==> src/hdl/skf_pkg.sv <==
// skf_pkg: shared types, constants and the microcode table of the scalar kalman filter
// control word layout, operand and operation codes, configuration register map
// no dependencies; every other file of the block refers to it by scoped names
package skf_pkg;

	localparam int DATA_W  = 32;
	localparam int QUO_W   = 32;
	localparam int CLAMP_W = 35;
	localparam int SUM_W   = CLAMP_W + 2;
	localparam int STEP_W  = 5;
	localparam int PADDR_W = 4;

	localparam logic [DATA_W-1:0]  S_MAX    = 32'h7FFF_FFFF;
	localparam logic [DATA_W-1:0]  S_MIN    = 32'h8000_0000;
	localparam logic [DATA_W-1:0]  U_MAX    = 32'hFFFF_FFFF;
	localparam logic [CLAMP_W-1:0] C_LIMIT  = 35'h4_0000_0000;
	localparam logic [DATA_W-1:0]  R_RESET  = 32'h0010_0000;
	localparam logic [DATA_W-1:0]  Q_RESET  = 32'h0004_0000;
	localparam logic [DATA_W-1:0]  H_RESET  = 32'h0001_0000;

	typedef logic [STEP_W-1:0] step_t;

	// configuration register indexes (byte address / 4)
	typedef enum logic [1:0] {
		REG_MEAS_NOISE = 2'd0,
		REG_PROC_NOISE = 2'd1,
		REG_MEAS_GAIN  = 2'd2
	} reg_idx_t;

	// multiplier operand a
	typedef enum logic [2:0] {
		MA_HABS,
		MA_P,
		MA_HH_LO,
		MA_HH_HI,
		MA_KMAG
	} mul_a_t;

	// multiplier operand b
	typedef enum logic [2:0] {
		MB_HABS,
		MB_REFF,
		MB_P,
		MB_XABS,
		MB_INN_LO,
		MB_INN_HI
	} mul_b_t;

	// datapath register transfers
	typedef enum logic [3:0] {
		OP_NOP,
		OP_LD_IN,
		OP_LD_HH,
		OP_LD_NUMK,
		OP_LD_NUMP,
		OP_LD_ACC,
		OP_ADD_ACC_HI,
		OP_LD_HX,
		OP_LD_DEN,
		OP_DIV_GO,
		OP_LD_INN,
		OP_LD_INNM,
		OP_LD_K,
		OP_LD_P,
		OP_LD_C,
		OP_EMIT
	} op_t;

	// sequencing: hold steps jump to target until their condition is met
	typedef enum logic [2:0] {
		J_NEXT,
		J_HOLD_IN,
		J_HOLD_DIV,
		J_HOLD_OUT,
		J_GOTO
	} jmp_t;

	typedef struct packed {
		op_t    op;
		mul_a_t ma;
		mul_b_t mb;
		jmp_t   jmp;
		step_t  target;
	} ctrl_t;

	typedef struct packed {
		logic [DATA_W-1:0] r;
		logic [DATA_W-1:0] q;
		logic [DATA_W-1:0] h;
	} cfg_t;

	typedef struct packed {
		logic div_busy;
		logic out_free;
	} dp_stat_t;

	// microcode rom: one control word per step
	function automatic ctrl_t ucode(input step_t s);
		ctrl_t c;
		c = '{op: OP_NOP, ma: MA_HABS, mb: MB_HABS, jmp: J_NEXT, target: '0};
		unique case (s)
			5'd0: begin
				c.op = OP_LD_IN;
				c.jmp = J_HOLD_IN;
				c.target = 5'd0;
			end
			5'd1: begin
				c.ma = MA_HABS;
				c.mb = MB_HABS;
			end
			5'd2: begin
				c.op = OP_LD_HH;
				c.ma = MA_P;
				c.mb = MB_HABS;
			end
			5'd3: begin
				c.op = OP_LD_NUMK;
				c.ma = MA_P;
				c.mb = MB_REFF;
			end
			5'd4: begin
				c.op = OP_LD_NUMP;
				c.ma = MA_HH_LO;
				c.mb = MB_P;
			end
			5'd5: begin
				c.op = OP_LD_ACC;
				c.ma = MA_HH_HI;
				c.mb = MB_P;
			end
			5'd6: begin
				c.op = OP_ADD_ACC_HI;
				c.ma = MA_HABS;
				c.mb = MB_XABS;
			end
			5'd7:  c.op = OP_LD_HX;
			5'd8:  c.op = OP_LD_DEN;
			5'd9:  c.op = OP_DIV_GO;
			5'd10: c.op = OP_LD_INN;
			5'd11: c.op = OP_LD_INNM;
			5'd12: begin
				c.jmp = J_HOLD_DIV;
				c.target = 5'd12;
			end
			5'd13: c.op = OP_LD_K;
			5'd14: begin
				c.op = OP_LD_P;
				c.ma = MA_KMAG;
				c.mb = MB_INN_LO;
			end
			5'd15: begin
				c.op = OP_LD_ACC;
				c.ma = MA_KMAG;
				c.mb = MB_INN_HI;
			end
			5'd16: c.op = OP_ADD_ACC_HI;
			5'd17: c.op = OP_LD_C;
			5'd18: begin
				c.jmp = J_HOLD_OUT;
				c.target = 5'd18;
			end
			5'd19: begin
				c.op = OP_EMIT;
				c.jmp = J_GOTO;
				c.target = 5'd0;
			end
			default: begin
				c.jmp = J_GOTO;
				c.target = 5'd0;
			end
		endcase
		return c;
	endfunction

endpackage

==> src/hdl/skf_sequencer.sv <==
// skf_sequencer: step counter over the microcode rom with hold and goto jumps
// hands the current control word to the datapath, gated while a step holds
// depends on skf_pkg
module skf_sequencer (
	input  logic                clk,
	input  logic                arst_n,
	input  logic                in_valid,
	input  skf_pkg::dp_stat_t   stat,
	output logic                in_ready,
	output skf_pkg::ctrl_t      ctrl
);

	skf_pkg::step_t step_q;
	skf_pkg::step_t step_nxt;
	skf_pkg::ctrl_t cw;
	logic           adv;

	assign cw = skf_pkg::ucode(step_q);

	// next step selection
	always_comb begin
		adv      = 1'b1;
		step_nxt = step_q + 1'b1;
		unique case (cw.jmp)
			skf_pkg::J_NEXT: begin
				adv      = 1'b1;
				step_nxt = step_q + 1'b1;
			end
			skf_pkg::J_HOLD_IN: begin
				adv      = in_valid;
				step_nxt = in_valid ? step_q + 1'b1 : cw.target;
			end
			skf_pkg::J_HOLD_DIV: begin
				adv      = !stat.div_busy;
				step_nxt = stat.div_busy ? cw.target : step_q + 1'b1;
			end
			skf_pkg::J_HOLD_OUT: begin
				adv      = stat.out_free;
				step_nxt = stat.out_free ? step_q + 1'b1 : cw.target;
			end
			skf_pkg::J_GOTO: begin
				adv      = 1'b1;
				step_nxt = cw.target;
			end
			default: begin
				adv      = 1'b1;
				step_nxt = cw.target;
			end
		endcase
	end

	// step counter
	always_ff @(posedge clk or negedge arst_n) begin
		if (!arst_n) begin
			step_q <= '0;
		end else begin
			step_q <= step_nxt;
		end
	end

	// a holding step performs no transfer
	always_comb begin
		ctrl = cw;
		if (!adv) begin
			ctrl.op = skf_pkg::OP_NOP;
		end
	end

	assign in_ready = (cw.jmp == skf_pkg::J_HOLD_IN);

endmodule

==> config.mk <==
export PLATFORM = sky130hd
export DESIGN_NAME = skf_sequencer
export DESIGN_NICKNAME = d
export VERILOG_FILES = /design/src/hdl/skf_pkg.sv /design/src/hdl/skf_sequencer.sv
export SDC_FILE = /design/constraint.sdc
export NUM_CORES = 1
export LEC_CHECK = 0
export BUFFER_PORTS_ARGS = -buffer_cell sky130_fd_sc_hd__buf_2
export CAP_MARGIN = 20
export CORE_MARGIN = 3
export CORE_UTILIZATION = 46
export CTS_CLUSTER_SIZE = 25
export DETAILED_ROUTE_END_ITERATION = 10
export PLACE_DENSITY = 0.75
export SYNTH_ARGS = -nofsm -noshare
export SYNTH_HDL_FRONTEND = slang
export SYNTH_SLANG_ARGS = --single-unit
==> constraint.sdc <==
create_clock -name clk -period 2 [get_ports clk]
set_input_delay 0.3 -clock clk [delete_from_list [all_inputs] [get_ports clk]]
set_output_delay 0.3 -clock clk [all_outputs]
set_load 0.01 [all_outputs]
==> results of run 1 <==
[per-layer routing]
metal | global-route usage | up-vias | share of wire
met1 | 0.313 | 437 | 0.41
li1 | - | 443 | -
met2 | 0.385 | 47 | 0.50
met3 | 0.0789 | 10 | 0.062
met4 | 0.167 | 0 | 0.029
met5 | 0 | - | 0
[metrics by stage]
step                      area, µm²  std cells  setup TNS [ps]  setup slack [ps]
final                          1160        153            -452              -139
after global routing           1160        153            -906              -222
after CTS                      1130        153            -470              -132
after detailed placement        990        146           -5.61             -5.61
after global placement          990        146               0              37.5
after floorplan                 820        106           -54.0             -54.0
[cells in the mapped netlist]
cell	n	area, µm²
o211a_1	1	10.0
a31oi_1	6	37.5
o21ai_0	5	25.0
o21ai_1	1	5.00
a2bb2oi_1	1	8.76
buf_6	1	11.3
xor2_1	1	8.76
buf_4	5	37.5
nor3_1	5	25.0
nor2_1	7	26.3
ha_1	5	62.6
buf_2	5	25.0
o21ba_2	1	10.0
dfrtp_1	5	125
conb_1	1	3.75
and2_1	1	6.26
o22ai_1	1	6.26
nor2_2	1	6.26
a31o_2	1	8.76
a21boi_0	1	7.51
a211oi_2	1	12.5
o211ai_1	1	7.51
a21o_1	2	15.0
a31o_4	1	17.5
inv_1	6	22.5
o21bai_1	2	15.0
and4bb_4	1	16.3
o21a_1	1	7.51
a311oi_1	1	8.76
a21oi_1	7	35.0
nand4_1	1	6.26
and3_1	2	12.5
nand3_1	1	5.00
clkbuf_1	2	7.51
nand2_1	3	11.3
a211oi_1	3	22.5
nor4b_4	1	23.8
nor2b_1	4	25.0
o311a_1	1	10.0
and3b_1	1	8.76
nand2b_1	5	31.3
or2_2	1	6.26
a22oi_1	3	22.5
[worst register-to-register path, stage by stage (launching register included)]
cell and delay, ps:
dfrtp_2 440, inv_2 120, ha_4 210, o21ai_0 100
a211oi_1 310, a211oi_2 80, buf_4 160, a211oi_1 210
[kinds of logic after synthesis]
kind of cell / Yosys count
AOI/OAI and AO/OA: 41
adders and majority gates: 5
xor gates and xnor gates: 1
DFF: 5
and+or+nand+nor: 34
buffers and inverters: 19
other: 1
[cells in the final DEF, fill, tap and decap left out, types with 3 or more instances in the layout]
cell / n
a211oi_1: 3
a21oi_1: 5
a31oi_1: 6
buf_2: 21
buf_4: 16
clkbuf_4: 3
dfrtp_2: 3
ha_4: 4
inv_1: 4
nand2_1: 3
nand2b_1: 3
nor2_1: 3
nor2_2: 3
nor2b_1: 4
nor3_1: 5
o21ai_0: 4
[worst max path at each step]
stage	end	slack (ps)	depth (start not counted)
after CTS	ctrl[7]	-130	6
after global placement	ctrl[16]	40	8
after floorplan	ctrl[7]	-50	7
after detailed placement	ctrl[16]	-6	8
after global routing	ctrl[7]	-220	6
final	ctrl[7]	-140	8
[area by class of cell]
class | count | share of cell area
multi-input cells | 82 | 0.598
repair buffers | 40 | 0.231
inverters | 6 | 0.0195
clock buffers | 4 | 0.0227
flip-flops and latches | 5 | 0.111
well taps | 16 | 0.0173
[where the power goes]
group	leakage [nW]	switching, mW	internal (mW)
combinational	0.476	0.717	0.659
sequential	0.0625	0.0426	0.134
clock	0.0150	0.0470	0.0758
total	0.554	0.807	0.868
[repair_timing]
item | 4_1_cts | 5_1_grt
hold endpoints to repair | 5 | 0
setup endpoints to repair | 7 | 7
buffers inserted | 2 | 1
pin swaps | 4 | 4
hold buffers | 1 | 0
resized for setup | 20 | 7
==> impl_metrics.toml, run 1 <==
[cells_and_area]
fill_cells = 111
drive_gt1_frac = 0.526
reg.largest.list = "step_q (5)"
antenna_cells = 0
fin_nets = 148
utilization = 0.733
regMostFlops = "step_q"
largest_register_ffs = 5
area_growth_pct = 43.3
seq_area_um2 = 129
multi_input_area_um2 = 692

[global_route]
grt_pass1_wl_mm = 3.94
antenna_found_initial = 0
grt_pass1_vias = 835
grt_usage = 0.256
grt_max_degree = 27
grt.overflow.total = 0

[logic_synthesis]
muxShareOfSynthArea = 0
syn_nets = 116
ys_ff_latch = 5
synth_top_family_by_area = "compound AO/OA/AOI/OAI gates"
synth_area_um2 = 807
syn_area_per_cell_um2 = 7.61
synth_cells = 106
yosys.area_share.simple = 0.260
synth-xor-area-share = 0.0109
synth_seq_area_share = 0.155
yosysWarnings = 0
ys_types = 43
synth_compound_area_frac = 0.363
yosys.area_share.adder = 0.0775

[critical_path]
ff2ff_setup_slack_ps = 270
path_cells = "inv_2 > ha_4 > buf_4 > nand2b_4 > o21ai_1 > a211oi_2 > and2_4 > buf_6"
r2r_end = "step_q[0]"
cp-end-kind = "primary output"
startpoint = "step_q[1]"
worst_ep_arrival_time_ps = 1840
rr_worst_depth = 7
crit_buf_inv = 3
startpoint_type = "flip-flop"
crit_path_top_delay_cell = "dfrtp_2"
worstReg2RegStart = "step_q[1]"
cp.required_ps = 1700
crit_family = "flip-flops"
critical_path_class = "flip-flop to primary output"
critPathMaxStageDelay_ps = 410
crit_fanout = 7

[clock_network]
cts-root-buf = "clkbuf_4"
cts_tree = "done"
cts_sinks = 5
worstSkewPairLatency_ps = 260
cts_buffers = 3
h-tree-depth = 1
clk_path_buf_depth = 2
path_clk_slew_ps = 40

[die]
coreArea_um2 = 1580
dieArea_um2 = 2290
placementRows = 14
ios = 24
die_w_um = 47.9
initial_utilization = 0.512
die_h_um = 47.9

[timing]
rsz0062_at_grt = "true"
fmax_mhz = 467
hold_viol_final = 0
drv_slew = 0
setup_ws_ps = -139
fin_crit_sh = 1.07
fin_crit_ps = 2140
setup_violations = 5
holdWs_ps = 372
skew_ps = 0.166

[route]
wl_mm = 2.59
vias = 937
detail-route-antenna-nets = 0
drt_first_pass_iters = 4
initialDrtViolationCount = 36
vias_per_cell = 6.12
route.detailed.drc = 0
wl_per_cell_um = 16.9

[pwr]
ir_drop_mv = 1.01
power_density_nw_per_um2 = 1450
power_mw = 1.68
p_leak_nw = 0.554

[min_path]
hp-class = "input pin to flip-flop"
hold_path_end = "step_q[4]"
holdCritStartpoint = "stat[0]"
holdPathStages = 3

[place]
io_buffers = 22
gp_congestion = 0.863
hpwl_mm = 1.67

[outcome]
violations = "negative setup slack"
status = "complete, but fails checks"

[flow_run]
cap_viol_max_count = 0
Note: power is estimated with default switching activity, not from simulation.
==> run 2: changes to the inputs <==
--- a/config.mk
+++ b/config.mk
@@ -12,6 +12,7 @@
 export CTS_CLUSTER_SIZE = 25
 export DETAILED_ROUTE_END_ITERATION = 10
 export PLACE_DENSITY = 0.75
+export SKIP_LAST_GASP = 1
 export SYNTH_ARGS = -nofsm -noshare
 export SYNTH_HDL_FRONTEND = slang
 export SYNTH_SLANG_ARGS = --single-unit
==> impl_metrics.toml, run 2 (synthesis results as in run 1) <==
[die]
initial_utilization = 0.512
ios = 24
placementRows = 14
die_h_um = 47.9
die_w_um = 47.9
coreArea_um2 = 1580
dieArea_um2 = 2290

[place]
gp_congestion = 0.863
io_buffers = 22
dpl_cell_area_um2 = 990
dp_cells = 146
hpwl_mm = 1.67

[timing]
rsz0062_at_grt = "true"
setup_violations = 5
fin_crit_sh = 1.07
hold_viol_final = 0
drv_slew = 0
setup_ws_ps = -132
fmax_mhz = 469
fin_crit_ps = 2130
fin_setup_tns_ps = -446
skew_ps = 0.217
holdWs_ps = 374

[critical_path]
crit_family = "simple AND/OR/NAND/NOR gates"
critical_path_class = "flip-flop to primary output"
crit_buf_inv = 1
critPathMaxStageDelay_ps = 440
cp.required_ps = 1700
worst_ep_arrival_time_ps = 1830
crit_fanout = 4
cp-end-kind = "primary output"
startpoint_type = "flip-flop"
rr_worst_depth = 7
crit_cells = 6
crit_path_top_delay_cell = "dfrtp_2"
path_cells = "ha_2 > and3_4 > ha_4 > nor4b_4 > and2_4 > buf_6"

[clock_network]
cts-root-buf = "clkbuf_4"
path_clk_slew_ps = 40
worstSkewPairLatency_ps = 250
cts_tree = "done"
h-tree-depth = 1
clk_path_buf_depth = 2
cts_buffers = 3
cts_sinks = 5

[route]
vias_per_cell = 5.99
vias = 917
initialDrtViolationCount = 34
wl_mm = 2.54
wl_per_cell_um = 16.6
drt_first_pass_iters = 4
detail-route-antenna-nets = 0
route.detailed.drc = 0

[cells_and_area]
area_growth_pct = 42.6
regMostFlops = "step_q"
reg.largest.list = "step_q (5)"
drive_gt1_frac = 0.526
final_cell_mix = "buf_2, buf_4, a31oi_1, nor3_1, a21oi_1"
final_cells = 153
fin_area_um2 = 1150
mostFrequentLayoutCell = "buf_2"
fill_cells = 112
antenna_cells = 0
fin_nets = 148
largest_register_ffs = 5

[global_route]
grt_max_degree = 27
met3_usage = 0.0789
grtUsageMet2 = 0.385
grt.overflow.total = 0
grt_pass1_wl_mm = 3.94
antenna_found_initial = 0
met1_usage = 0.313
gr-max-usage-layer = "met2"
grt_usage = 0.256
grt_pass1_vias = 835

[pwr]
p_leak_nw = 0.554
power_density_nw_per_um2 = 1450
ir_drop_mv = 1.01

[min_path]
hp-class = "input pin to flip-flop"
holdPathStages = 3

[outcome]
violations = "negative setup slack"
status = "complete, but fails checks"

[flow_run]
cap_viol_max_count = 0
run 2: changes by cell type in the layout (fill, tap and decap cells not counted):
| cell | delta |
|---|---|
| nor2_4 | -1 |
| nor2_2 | +1 |
run 2: worst paths after layout:
check	slack, ps	end	from
min reg2reg	620	step_q[0]	step_q[0]
max in group asynchronous	1470	step_q[3]	arst_n
min in group asynchronous	390	step_q[2]	arst_n
min	370	step_q[4]	stat[0]
max	-130	ctrl[7]	step_q[1]
max reg2reg	260	step_q[0]	step_q[1]
run 2: power by group:
part,leakage [nW],internal [mW],switching [mW]
registers,0.0625,0.134,0.0424
clock network,0.0150,0.0757,0.0460
logic,0.476,0.659,0.715
run 2: repair_timing:
action | in CTS | in global routing
resized for setup | 20 | 6
hold buffers | 1 | 0
buffers inserted | 2 | 1
setup endpoints to repair | 7 | 7
pin swaps | 4 | 4
hold endpoints to repair | 5 | 0
run 2: cell type report:
cell class	count	area (µm²)	share of cell area
multi-input cells	82	687	0.597
repair buffers	40	267	0.232
flip-flops and latches	5	129	0.112
clock buffers	4	26.3	0.0228
inverters	6	22.5	0.0196
well taps	16	20.0	0.0174
run 2: worst register-to-register path, cell delays in order, from the launching register on:
cell and delay (ps):
dfrtp_2 440, inv_2 120, ha_4 210, o21ai_0 100, a211oi_1 310, a211oi_2 80
buf_4 160, a211oi_1 210
run 2: stage by stage:
step / total power, mW / setup WS [ps] / utilization
3_3_place_gp: 1.31 / 37.5 / 0.628
6_report: 1.67 / -132 / 0.730
2_1_floorplan: 0.745 / -54.0 / -
4_1_cts: 1.61 / -132 / 0.714
3_5_place_dp: 1.32 / -5.61 / 0.628
5_1_grt: 1.81 / -222 / 0.730
run 2: per-layer routing:
metal	wire, µm	vias to the layer above	part of all wire
li1	-	442	-
met2	1300	35	0.51
met4	54	0	0.021
met1	1070	434	0.42
met5	0	-	0
met3	120	6	0.047
